===== src/sv/pnpc_pkg.sv =====
// Shared constants, codes and types of the polygon near-plane clipper.
`default_nettype none

package pnpc_pkg;

   // Vertex and fixed-point format
   localparam int COORD_W     = 32;
   localparam int NUM_COORD   = 3;
   localparam int COORD_IDX_W = $clog2(NUM_COORD);
   localparam int FRAC_BITS   = 16;

   // Signed difference of two coordinates, and the divisor dp + dc
   localparam int DIFF_W = COORD_W + 1;
   localparam int SUM_W  = COORD_W + 1;

   // Blend factor s lies in [0, 2^FRAC_BITS]
   localparam int S_W        = FRAC_BITS + 1;
   localparam int DIV_CNT_W  = $clog2(S_W + 1);
   localparam int PROD_W     = DIFF_W + S_W + 1;

   // Vertex count per polygon, saturating
   localparam int MAX_VERTICES  = 1024;
   localparam int COUNT_W       = 12;
   localparam int COUNT_CAP_INT = (2 * MAX_VERTICES > (1 << COUNT_W) - 1) ?
                                  (1 << COUNT_W) - 1 : 2 * MAX_VERTICES;
   localparam logic [COUNT_W-1:0] COUNT_CAP = COUNT_W'(COUNT_CAP_INT);
   localparam logic [COUNT_W-1:0] KEEP_MIN  = COUNT_W'(2);

   // Stream payload widths
   localparam int REQ_TDATA_W = 3 * COORD_W;
   localparam int RSP_FIELD_W = 3 * COORD_W + COUNT_W + 1;
   localparam int RSP_TDATA_W = ((RSP_FIELD_W + 7) / 8) * 8;

   // Register map
   localparam int CSR_ADDR_W  = 3;
   localparam int CSR_DATA_W  = 32;
   localparam logic REG_MIN_DEPTH = 1'b0;

   // Result kinds
   localparam logic KIND_VERTEX  = 1'b0;
   localparam logic KIND_SUMMARY = 1'b1;

   // Divider request and status
   typedef struct packed {
      logic               start;
      logic [COORD_W-1:0] dividend;
      logic [SUM_W-1:0]   divisor;
   } div_ctl_type;

   typedef struct packed {
      logic           busy;
      logic           done;
      logic [S_W-1:0] quotient;
   } div_stat_type;

endpackage

`default_nettype wire


===== src/sv/polygon_near_plane_clipper_top.sv =====
// Top level of the polygon near-plane clipper: sequencer, blend unit and ports.
//
//   channel  | direction | handshake                 | contents
//   ---------+-----------+---------------------------+-------------------------------------
//   req_     | in        | tvalid / tready           | one vertex; tlast = final vertex
//   rsp_     | out       | tvalid / tready           | clipped vertex or polygon summary
//   csr_     | in/out    | APB, pready tied high     | min_depth at byte address 0
//
// A request that opens a polygon, unless it is also its final vertex, is only stored; each
// later edge is classified, and an edge that crosses the plane runs the bit-serial divider
// and then the shared multiplier before its results go out through the output register.
// req_tready is high only while the sequencer is idle.
// Reset is synchronous and clears the sequencer, the polygon state and the output valid.
// A stalled rsp_ side holds the sequencer in its emit or summary step; no result is dropped.
`default_nettype none

module polygon_near_plane_clipper_top (
   input  wire logic                              clock,
   input  wire logic                              reset,
   // req_tdata: vert_x [31:0], vert_y [63:32], vert_z [95:64]
   input  wire logic                              req_tvalid,
   output logic                                   req_tready,
   input  wire logic [pnpc_pkg::REQ_TDATA_W-1:0]  req_tdata,
   input  wire logic                              req_tlast,
   // rsp_tdata: out_x [31:0], out_y [63:32], out_z [95:64], vertex_total [107:96],
   //            keep_polygon [108], zero fill [111:109]
   output logic                                   rsp_tvalid,
   input  wire logic                              rsp_tready,
   output logic [pnpc_pkg::RSP_TDATA_W-1:0]       rsp_tdata,
   // rsp_tuser: item_kind [0]
   output logic                                   rsp_tuser,
   output logic                                   rsp_tlast,
   input  wire logic                              csr_psel,
   input  wire logic                              csr_penable,
   input  wire logic                              csr_pwrite,
   input  wire logic [pnpc_pkg::CSR_ADDR_W-1:0]   csr_paddr,
   input  wire logic [pnpc_pkg::CSR_DATA_W-1:0]   csr_pwdata,
   output logic [pnpc_pkg::CSR_DATA_W-1:0]        csr_prdata,
   output logic                                   csr_pready
);

   typedef enum logic [6:0] {
      ST_IDLE     = 7'b0000001,
      ST_EDGE     = 7'b0000010,
      ST_DIV      = 7'b0000100,
      ST_MUL      = 7'b0001000,
      ST_EMIT_X   = 7'b0010000,
      ST_EMIT_CUR = 7'b0100000,
      ST_SUMMARY  = 7'b1000000
   } state_type;

   localparam logic [pnpc_pkg::COORD_IDX_W-1:0] MUL_LAST =
      pnpc_pkg::COORD_IDX_W'(pnpc_pkg::NUM_COORD);
   localparam logic signed [pnpc_pkg::PROD_W-1:0] ROUND_HALF =
      pnpc_pkg::PROD_W'(1) <<< (pnpc_pkg::FRAC_BITS - 1);
   localparam int ZZ = pnpc_pkg::NUM_COORD - 1;

   state_type state_ff;
   state_type state_in;

   logic signed [pnpc_pkg::COORD_W-1:0] min_depth_ff;
   logic signed [pnpc_pkg::COORD_W-1:0] first_ff [pnpc_pkg::NUM_COORD];
   logic signed [pnpc_pkg::COORD_W-1:0] prior_ff [pnpc_pkg::NUM_COORD];
   logic signed [pnpc_pkg::COORD_W-1:0] cur_ff   [pnpc_pkg::NUM_COORD];
   logic signed [pnpc_pkg::COORD_W-1:0] ea_ff    [pnpc_pkg::NUM_COORD];
   logic signed [pnpc_pkg::COORD_W-1:0] eb_ff    [pnpc_pkg::NUM_COORD];
   logic signed [pnpc_pkg::COORD_W-1:0] cx_ff    [pnpc_pkg::NUM_COORD];
   logic signed [pnpc_pkg::COORD_W-1:0] req_coord [pnpc_pkg::NUM_COORD];

   logic                          inside_ff;
   logic                          last_ff;
   logic                          closing_ff;
   logic                          cur_in_ff;
   logic [pnpc_pkg::COUNT_W-1:0]  count_ff;
   logic [pnpc_pkg::COORD_IDX_W-1:0] mul_idx_ff;

   logic signed [pnpc_pkg::PROD_W-1:0]  prod_ff;
   logic signed [pnpc_pkg::COORD_W-1:0] asel_ff;

   logic                               rsp_valid_ff;
   logic [pnpc_pkg::RSP_TDATA_W-1:0]   rsp_data_ff;
   logic                               rsp_user_ff;
   logic                               rsp_last_ff;

   logic req_accept;
   logic out_free;
   logic edge_done;
   logic edge_close;
   logic load_cross;
   logic load_cur;
   logic load_sum;
   logic csr_write;
   logic div_start;

   logic                               a_in;
   logic                               b_in;
   logic                               crossing;
   logic signed [pnpc_pkg::DIFF_W-1:0] da;
   logic signed [pnpc_pkg::DIFF_W-1:0] dc_diff;
   logic [pnpc_pkg::DIFF_W-1:0]        da_mag;
   logic [pnpc_pkg::DIFF_W-1:0]        dc_mag;

   logic [pnpc_pkg::COORD_IDX_W-1:0]    mul_sel;
   logic signed [pnpc_pkg::DIFF_W-1:0]  coord_diff;
   logic signed [pnpc_pkg::PROD_W-1:0]  prod;
   logic signed [pnpc_pkg::PROD_W-1:0]  rounded;
   logic signed [pnpc_pkg::PROD_W-1:0]  shifted;
   logic signed [pnpc_pkg::COORD_W-1:0] blend;

   pnpc_pkg::div_ctl_type  div_ctl;
   pnpc_pkg::div_stat_type div_stat;

   // Unpack the request coordinates
   always_comb begin
      for (int i = 0; i < pnpc_pkg::NUM_COORD; i++) begin
         req_coord[i] = req_tdata[i*pnpc_pkg::COORD_W +: pnpc_pkg::COORD_W];
      end
   end

   assign req_tready = (state_ff == ST_IDLE);
   assign req_accept = req_tvalid && req_tready;
   assign out_free   = !rsp_valid_ff || rsp_tready;

   // Classify the current edge and form the plane distances
   always_comb begin
      a_in     = ea_ff[ZZ] >= min_depth_ff;
      b_in     = eb_ff[ZZ] >= min_depth_ff;
      crossing = a_in != b_in;
      da       = pnpc_pkg::DIFF_W'(ea_ff[ZZ]) - pnpc_pkg::DIFF_W'(min_depth_ff);
      dc_diff  = pnpc_pkg::DIFF_W'(eb_ff[ZZ]) - pnpc_pkg::DIFF_W'(min_depth_ff);
      da_mag   = da[pnpc_pkg::DIFF_W-1] ? pnpc_pkg::DIFF_W'(-da) : pnpc_pkg::DIFF_W'(da);
      dc_mag   = dc_diff[pnpc_pkg::DIFF_W-1] ? pnpc_pkg::DIFF_W'(-dc_diff) :
                                               pnpc_pkg::DIFF_W'(dc_diff);
      div_ctl.start    = div_start;
      div_ctl.dividend = da_mag[pnpc_pkg::COORD_W-1:0];
      div_ctl.divisor  = pnpc_pkg::SUM_W'(da_mag[pnpc_pkg::COORD_W-1:0]) +
                         pnpc_pkg::SUM_W'(dc_mag[pnpc_pkg::COORD_W-1:0]);
   end

   // Sequencer
   always_comb begin
      state_in   = state_ff;
      edge_done  = 1'b0;
      load_cross = 1'b0;
      load_cur   = 1'b0;
      load_sum   = 1'b0;
      div_start  = 1'b0;
      case (state_ff)
         ST_IDLE: begin
            if (req_accept && (inside_ff || req_tlast)) state_in = ST_EDGE;
         end
         ST_EDGE: begin
            if (crossing) begin
               div_start = 1'b1;
               state_in  = ST_DIV;
            end else if (b_in) begin
               state_in = ST_EMIT_CUR;
            end else begin
               edge_done = 1'b1;
            end
         end
         ST_DIV: begin
            if (div_stat.done) state_in = ST_MUL;
         end
         ST_MUL: begin
            if (mul_idx_ff == MUL_LAST) state_in = ST_EMIT_X;
         end
         ST_EMIT_X: begin
            if (out_free) begin
               load_cross = 1'b1;
               if (cur_in_ff) state_in = ST_EMIT_CUR;
               else edge_done = 1'b1;
            end
         end
         ST_EMIT_CUR: begin
            if (out_free) begin
               load_cur  = 1'b1;
               edge_done = 1'b1;
            end
         end
         ST_SUMMARY: begin
            if (out_free) begin
               load_sum = 1'b1;
               state_in = ST_IDLE;
            end
         end
         default: state_in = ST_IDLE;
      endcase
      // After an edge: clip the closing edge, report the polygon, or wait
      edge_close = edge_done && !closing_ff && last_ff;
      if (edge_done) begin
         if (edge_close) state_in = ST_EDGE;
         else if (last_ff) state_in = ST_SUMMARY;
         else state_in = ST_IDLE;
      end
   end

   // Control state
   always_ff @(posedge clock) begin
      if (reset) begin
         state_ff  <= ST_IDLE;
         inside_ff <= 1'b0;
         count_ff  <= '0;
      end else begin
         state_ff <= state_in;
         if (req_accept && !inside_ff) begin
            inside_ff <= 1'b1;
            count_ff  <= '0;
         end
         if ((load_cross || load_cur) && count_ff < pnpc_pkg::COUNT_CAP) begin
            count_ff <= count_ff + pnpc_pkg::COUNT_W'(1);
         end
         if (load_sum) begin
            inside_ff <= 1'b0;
            count_ff  <= '0;
         end
      end
   end

   // Capture the vertex and set up the edge it opens
   always_ff @(posedge clock) begin
      if (req_accept) begin
         last_ff <= req_tlast;
         for (int i = 0; i < pnpc_pkg::NUM_COORD; i++) begin
            cur_ff[i]   <= req_coord[i];
            prior_ff[i] <= req_coord[i];
            if (!inside_ff) first_ff[i] <= req_coord[i];
            ea_ff[i] <= inside_ff ? prior_ff[i] : req_coord[i];
            eb_ff[i] <= req_coord[i];
         end
         closing_ff <= !inside_ff;
      end else if (edge_close) begin
         for (int i = 0; i < pnpc_pkg::NUM_COORD; i++) begin
            ea_ff[i] <= cur_ff[i];
            eb_ff[i] <= first_ff[i];
         end
         closing_ff <= 1'b1;
      end
      if (state_ff == ST_EDGE) cur_in_ff <= b_in;
   end

   // Shared blend unit: prior + round(s * (cur - prior) / 2^F), one coordinate a cycle
   always_comb begin
      mul_sel    = (mul_idx_ff == MUL_LAST) ? '0 : mul_idx_ff;
      coord_diff = pnpc_pkg::DIFF_W'(eb_ff[mul_sel]) - pnpc_pkg::DIFF_W'(ea_ff[mul_sel]);
      prod       = pnpc_pkg::PROD_W'(coord_diff) *
                   pnpc_pkg::PROD_W'($signed({1'b0, div_stat.quotient}));
      rounded    = prod_ff + ROUND_HALF;
      shifted    = rounded >>> pnpc_pkg::FRAC_BITS;
      blend      = asel_ff + shifted[pnpc_pkg::COORD_W-1:0];
   end

   always_ff @(posedge clock) begin
      if (state_ff == ST_DIV) begin
         mul_idx_ff <= '0;
      end else if (state_ff == ST_MUL) begin
         mul_idx_ff <= mul_idx_ff + pnpc_pkg::COORD_IDX_W'(1);
         prod_ff    <= prod;
         asel_ff    <= ea_ff[mul_sel];
         if (mul_idx_ff != '0) begin
            cx_ff[mul_idx_ff - pnpc_pkg::COORD_IDX_W'(1)] <= blend;
         end
      end
   end

   // Output register: hold a result until the sink takes it
   always_ff @(posedge clock) begin
      if (reset) begin
         rsp_valid_ff <= 1'b0;
      end else if (load_cross || load_cur || load_sum) begin
         rsp_valid_ff <= 1'b1;
      end else if (rsp_tready) begin
         rsp_valid_ff <= 1'b0;
      end
   end

   always_ff @(posedge clock) begin
      if (load_cross) begin
         rsp_data_ff <= pnpc_pkg::RSP_TDATA_W'({cx_ff[2], cx_ff[1], cx_ff[0]});
         rsp_user_ff <= pnpc_pkg::KIND_VERTEX;
         rsp_last_ff <= 1'b0;
      end else if (load_cur) begin
         rsp_data_ff <= pnpc_pkg::RSP_TDATA_W'({eb_ff[2], eb_ff[1], eb_ff[0]});
         rsp_user_ff <= pnpc_pkg::KIND_VERTEX;
         rsp_last_ff <= 1'b0;
      end else if (load_sum) begin
         rsp_data_ff <= pnpc_pkg::RSP_TDATA_W'({count_ff > pnpc_pkg::KEEP_MIN, count_ff,
                                                {pnpc_pkg::REQ_TDATA_W{1'b0}}});
         rsp_user_ff <= pnpc_pkg::KIND_SUMMARY;
         rsp_last_ff <= 1'b1;
      end
   end

   assign rsp_tvalid = rsp_valid_ff;
   assign rsp_tdata  = rsp_data_ff;
   assign rsp_tuser  = rsp_user_ff;
   assign rsp_tlast  = rsp_last_ff;

   // Register port
   assign csr_pready = 1'b1;
   assign csr_write  = csr_psel && csr_penable && csr_pwrite && csr_pready;

   always_ff @(posedge clock) begin
      if (reset) begin
         min_depth_ff <= '0;
      end else if (csr_write && csr_paddr[2] == pnpc_pkg::REG_MIN_DEPTH) begin
         min_depth_ff <= csr_pwdata;
      end
   end

   assign csr_prdata = (csr_paddr[2] == pnpc_pkg::REG_MIN_DEPTH) ? min_depth_ff : '0;

   pnpc_divider u_divider (
      .clock    (clock),
      .reset    (reset),
      .div_ctl  (div_ctl),
      .div_stat (div_stat)
   );

   // Checks
   a_busy_not_ready: assert property (@(posedge clock) disable iff (reset)
      div_stat.busy |-> !req_tready)
      else $error("request accepted while the divider runs");

   a_count_cap: assert property (@(posedge clock) disable iff (reset)
      count_ff <= pnpc_pkg::COUNT_CAP)
      else $error("vertex count beyond its cap");

   a_quot_range: assert property (@(posedge clock) disable iff (reset)
      div_stat.done |-> div_stat.quotient <= (pnpc_pkg::S_W'(1) << pnpc_pkg::FRAC_BITS))
      else $error("blend factor above one");

   a_summary_form: assert property (@(posedge clock) disable iff (reset)
      (rsp_tvalid && rsp_tuser == pnpc_pkg::KIND_SUMMARY) |->
         (rsp_tlast && (rsp_tdata[108] == (rsp_tdata[107:96] > pnpc_pkg::KEEP_MIN))))
      else $error("malformed polygon summary");

endmodule

`default_nettype wire


===== src/sv/pnpc_divider.sv =====
// Radix-2 restoring divider that forms the blend factor s = dp * 2^F / (dp + dc).
`default_nettype none

module pnpc_divider (
   input  wire logic                   clock,
   input  wire logic                   reset,
   input  wire pnpc_pkg::div_ctl_type  div_ctl,
   output pnpc_pkg::div_stat_type      div_stat
);

   logic [pnpc_pkg::SUM_W-1:0]     rem_ff;
   logic [pnpc_pkg::SUM_W-1:0]     divisor_ff;
   logic [pnpc_pkg::S_W-1:0]       quot_ff;
   logic [pnpc_pkg::DIV_CNT_W-1:0] cnt_ff;
   logic                           busy_ff;
   logic                           first_ff;
   logic                           done_ff;

   logic [pnpc_pkg::SUM_W:0] trial;
   logic [pnpc_pkg::SUM_W:0] trial_diff;
   logic                     fits;

   // Shift the partial remainder, except on the integer quotient bit
   always_comb begin
      trial      = first_ff ? {1'b0, rem_ff} : {rem_ff, 1'b0};
      trial_diff = trial - {1'b0, divisor_ff};
      fits       = trial >= {1'b0, divisor_ff};
   end

   // Control: one quotient bit per cycle
   always_ff @(posedge clock) begin
      if (reset) begin
         busy_ff  <= 1'b0;
         first_ff <= 1'b0;
         done_ff  <= 1'b0;
         cnt_ff   <= '0;
      end else begin
         done_ff <= 1'b0;
         if (div_ctl.start) begin
            busy_ff  <= 1'b1;
            first_ff <= 1'b1;
            cnt_ff   <= pnpc_pkg::DIV_CNT_W'(pnpc_pkg::S_W);
         end else if (busy_ff) begin
            first_ff <= 1'b0;
            cnt_ff   <= cnt_ff - pnpc_pkg::DIV_CNT_W'(1);
            if (cnt_ff == pnpc_pkg::DIV_CNT_W'(1)) begin
               busy_ff <= 1'b0;
               done_ff <= 1'b1;
            end
         end
      end
   end

   // Datapath: subtract when the divisor fits, keep the quotient after the run
   always_ff @(posedge clock) begin
      if (div_ctl.start) begin
         rem_ff     <= pnpc_pkg::SUM_W'(div_ctl.dividend);
         divisor_ff <= div_ctl.divisor;
         quot_ff    <= '0;
      end else if (busy_ff) begin
         rem_ff  <= fits ? trial_diff[pnpc_pkg::SUM_W-1:0] : trial[pnpc_pkg::SUM_W-1:0];
         quot_ff <= {quot_ff[pnpc_pkg::S_W-2:0], fits};
      end
   end

   assign div_stat.busy     = busy_ff;
   assign div_stat.done     = done_ff;
   assign div_stat.quotient = quot_ff;

endmodule

`default_nettype wire

===== config.mk =====
export PLATFORM = sky130hd
export DESIGN_NAME = polygon_near_plane_clipper_top
export DESIGN_NICKNAME = d
export VERILOG_FILES = /design/src/sv/pnpc_pkg.sv /design/src/sv/polygon_near_plane_clipper_top.sv /design/src/sv/pnpc_divider.sv
export SDC_FILE = /design/constraint.sdc
export NUM_CORES = 2
export LEC_CHECK = 0
export ABC_AREA = 1
export BUFFER_PORTS_ARGS = -buffer_cell sky130_fd_sc_hd__buf_2
export CAP_MARGIN = 20
export CORE_MARGIN = 2
export CORE_UTILIZATION = 31
export DETAILED_ROUTE_END_ITERATION = 8
export PLACE_DENSITY_LB_ADDON = 0.2
export SLEW_MARGIN = 0
export SYNTH_ARGS = -nofsm -noshare
export SYNTH_HDL_FRONTEND = slang
export SYNTH_SLANG_ARGS = --single-unit

===== constraint.sdc =====
create_clock -name clock -period 10.7 [get_ports clock]
set_input_delay 1.605 -clock clock [delete_from_list [all_inputs] [get_ports clock]]
set_output_delay 1.605 -clock clock [all_outputs]
set_load 0.02 [all_outputs]

==> flow_summary.yaml <==
outcome:
  run_status: "completed"
synth:
  syn_area_sq_um: 65500
  avgSynthCellArea_sq_um: 8.32
  ys_warn_count: 0
  synth_cell_types: 69
  ys_seq_area_share_pct: 35.4
  synthCells: 7870
  synthArstFlopShare_pct: 0
  ys_seq_elements: 804
  synth-edff-count: 709
  synth_flop_cell: "edfxtp_1"
final_layout:
  fillers: 22200
  final_common_cell: "nand2_1"
  layout.nets: 9071
  area_growth_pct: 11.6
  drive_gt1_share_pct: 8.32
  layout_common_cells: "nand2_1 (1719), inv_1 (1483), nor2_1 (817), edfxtp_1 (709), fa_1 (520)"
worst_setup_path:
  crit_slowest_cell: "fa_1"
  reg2reg_from: "mul_idx_ff[0]$_SDFFE_PN0P_"
  ff2ff_setup_slack_ns: 0.56
  cp_max_fo: 30
  worst-path-stages: 40
  required_ns: 11.17
  path_common_cell: "nand2_1"
  r2r-end: "prod_ff[47]$_DFFE_PP_"
  critical_path_arrival_ns: 10.61
  cpLargestDelayFamily: "adder cells"
  worst_r2r_path_depth: 40
  critPathKind: "flip-flop to flip-flop"
  crit_buf_inv: 9
  worstSetupEndpointType: "flip-flop"
  cpPeakStageDelay_ns: 0.83
  start_kind: "flip-flop"
drt:
  vias: 53800
  wl_per_cell_um: 21.6
  dr.pass1.iters: 6
  drtIter0Drc: 4952
  ant_nets: 0
  drc_errors: 0
  routed_wl_mm: 237
  via_per_inst: 4.90
clock_network:
  hold_buffers: 0
  cts_sinks: 804
  numCtsBuffers: 88
  cts_tree: "yes"
  cts-root-buf: "clkbuf_16"
  htree_levels: 3
  clkTransAtPathRegs_ns: 0.06
  cts_buffer_depth: 3
  insertion_delay_ns: 0.73
sta:
  hold_violations: 0
  relSlewSlack_pct: 29.8
  tns_ns: 0
  finalSetupViolations: 0
  worst_pin_slew_ns: 1.05
  finalCriticalPeriod_ns: 10.14
  rsz0062_at_grt: "false"
  finClkSkew_ns: 0.0686
  fmax_ghz: 0.0986
  fin_crit_sh_pct: 94.8
  drv_slew: 0
floorplan:
  die_x_um: 464
  dieArea_sq_um: 215000
  die_h_um: 464
  core-area_sq_um: 210000
  pin_count: 288
  num_rows: 168
  initial_core_util_pct: 31.2
global_routing:
  antenna_found_initial: 23
  track_usage_pct: 21.8
  grt_pass1_vias: 53100
  grt_pass1_wl_mm: 348
  grt_max_degree: 98
  grt_overflow: 0
placement:
  place_congestion: 0.927
  dpl.hpwl_mm: 189
  port_buffers: 281
flow_run:
  max_cap_violations: 0
min_path:
  hp-start: "rsp_tdata[107]$_SDFFE_PN0P_"
  holdCritPathClass: "flip-flop to flip-flop"
  hold_end: "rsp_tdata[107]$_SDFFE_PN0P_"
  hold_depth: 2
area by class of cell:
type	instances	area (sq um)	share of cell area (%)
clock inverters	42	529	0.724
flip-flops and latches	804	23200	31.7
repair buffers	366	2090	2.85
inverters	1514	5690	7.78
clock buffers	120	2460	3.36
well taps	2805	3510	4.80
multi-input cells	5323	35600	48.7
diodes	5	12.5	0.0171
worst min-delay path, delay by kind of cell (launching register included):
kind            cells  cell delay, ns
flops               1            0.30
simple gates        1            0.05
compound gates      1            0.05
registers in the layout, summed over array words and instances (netlist names), 32 cells and up:
name,count
eb_ff,96
u_divider.divisor_ff,33
prod_ff,33
cur_ff,96
ea_ff,96
asel_ff,32
u_divider.rem_ff,33
first_ff,96
cx_ff,96
min_depth_ff,32
rsp_tdata,109
worst max-delay path by stage:
| stage | start | slack, ns | endpoint |
|---|---|---|---|
| CTS | mul_idx_ff[1]$_SDFFE_PN0P_ | 0.47 | prod_ff[42]$_DFFE_PP_ |
| floorplan | req_tvalid | 0.68 | count_ff[4]$_SDFFE_PP0P_ |
| global route | mul_idx_ff[0]$_SDFFE_PN0P_ | 0.005 | prod_ff[42]$_DFFE_PP_ |
| finish | mul_idx_ff[0]$_SDFFE_PN0P_ | 0.56 | prod_ff[47]$_DFFE_PP_ |
| global placement | mul_idx_ff[0]$_SDFFE_PN0P_ | 0.57 | prod_ff[41]$_DFFE_PP_ |
| detailed placement | mul_idx_ff[1]$_SDFFE_PN0P_ | 0.50 | prod_ff[42]$_DFFE_PP_ |
metrics by stage:
step | setup WS [ns] | hold slack, ns | area [sq um] | instances | utilization [%]
6_report | 0.560 | 0.460 | 73100 | 11000 | 34.9
5_1_grt | 0.00468 | 0.501 | 73100 | 11000 | 34.8
4_1_cts | 0.467 | 0.465 | 73100 | 11000 | 34.8
3_5_place_dp | 0.502 | 0.456 | 70100 | 10800 | 33.4
3_3_place_gp | 0.571 | 0.454 | 70100 | 10800 | 33.4
2_1_floorplan | 0.676 | 0.451 | 65500 | 7872 | -
what timing repair did:
action	CTS	global route
resized for setup	0	2
setup endpoints to repair	0	5
setup buffers	0	2
cells in the mapped netlist, types with 17 or more instances:
library cell	number	area, sq um
nand2_1	1723	6470
inv_1	1487	5580
nor2_1	824	3090
edfxtp_1	709	21300
fa_1	520	10400
a21oi_1	472	2360
o21ai_0	393	1970
ha_1	315	3940
nand3_1	267	1340
clkbuf_1	150	563
xor2_1	139	1220
dfxtp_1	95	1900
nand4_1	90	563
xnor2_1	76	666
nor3_1	55	275
o211ai_1	54	405
o21ai_1	51	255
or2_2	50	313
buf_2	41	205
nor2_2	34	213
a31oi_1	26	163
nand2_2	25	156
a21o_1	21	158
nor4_1	21	131
o21bai_1	21	158
buf_4	17	128
layer usage:
layer  vias up  GRT usage [%]  share of wire, %
met5         -              0            0.0055
met4         2           6.46               3.3
met3       296           3.25               6.6
met2      1790           37.1                48
met1     26300           28.4                42
li1      25400              -                 -
cell families (layout without fill, tap and decap cells):
kind of cell | after synthesis | count (layout) | synth area share (%)
adders and majority gates | 835 | 835 | 21.9
and+or+nand+nor | 3139 | 3139 | 19.8
xor gates and xnor gates | 225 | 225 | 3.14
buffers and inverters | 1745 | 2042 | 10.3
muxes | 3 | 3 | 0.0459
other | 2 | 9 | 0.0115
AOI/OAI and AO/OA | 1117 | 1117 | 9.32
DFF | 804 | 804 | 35.4
Power is not shown: default switching activity piles up to over one toggle a cycle in this logic, so the estimate is an artifact.
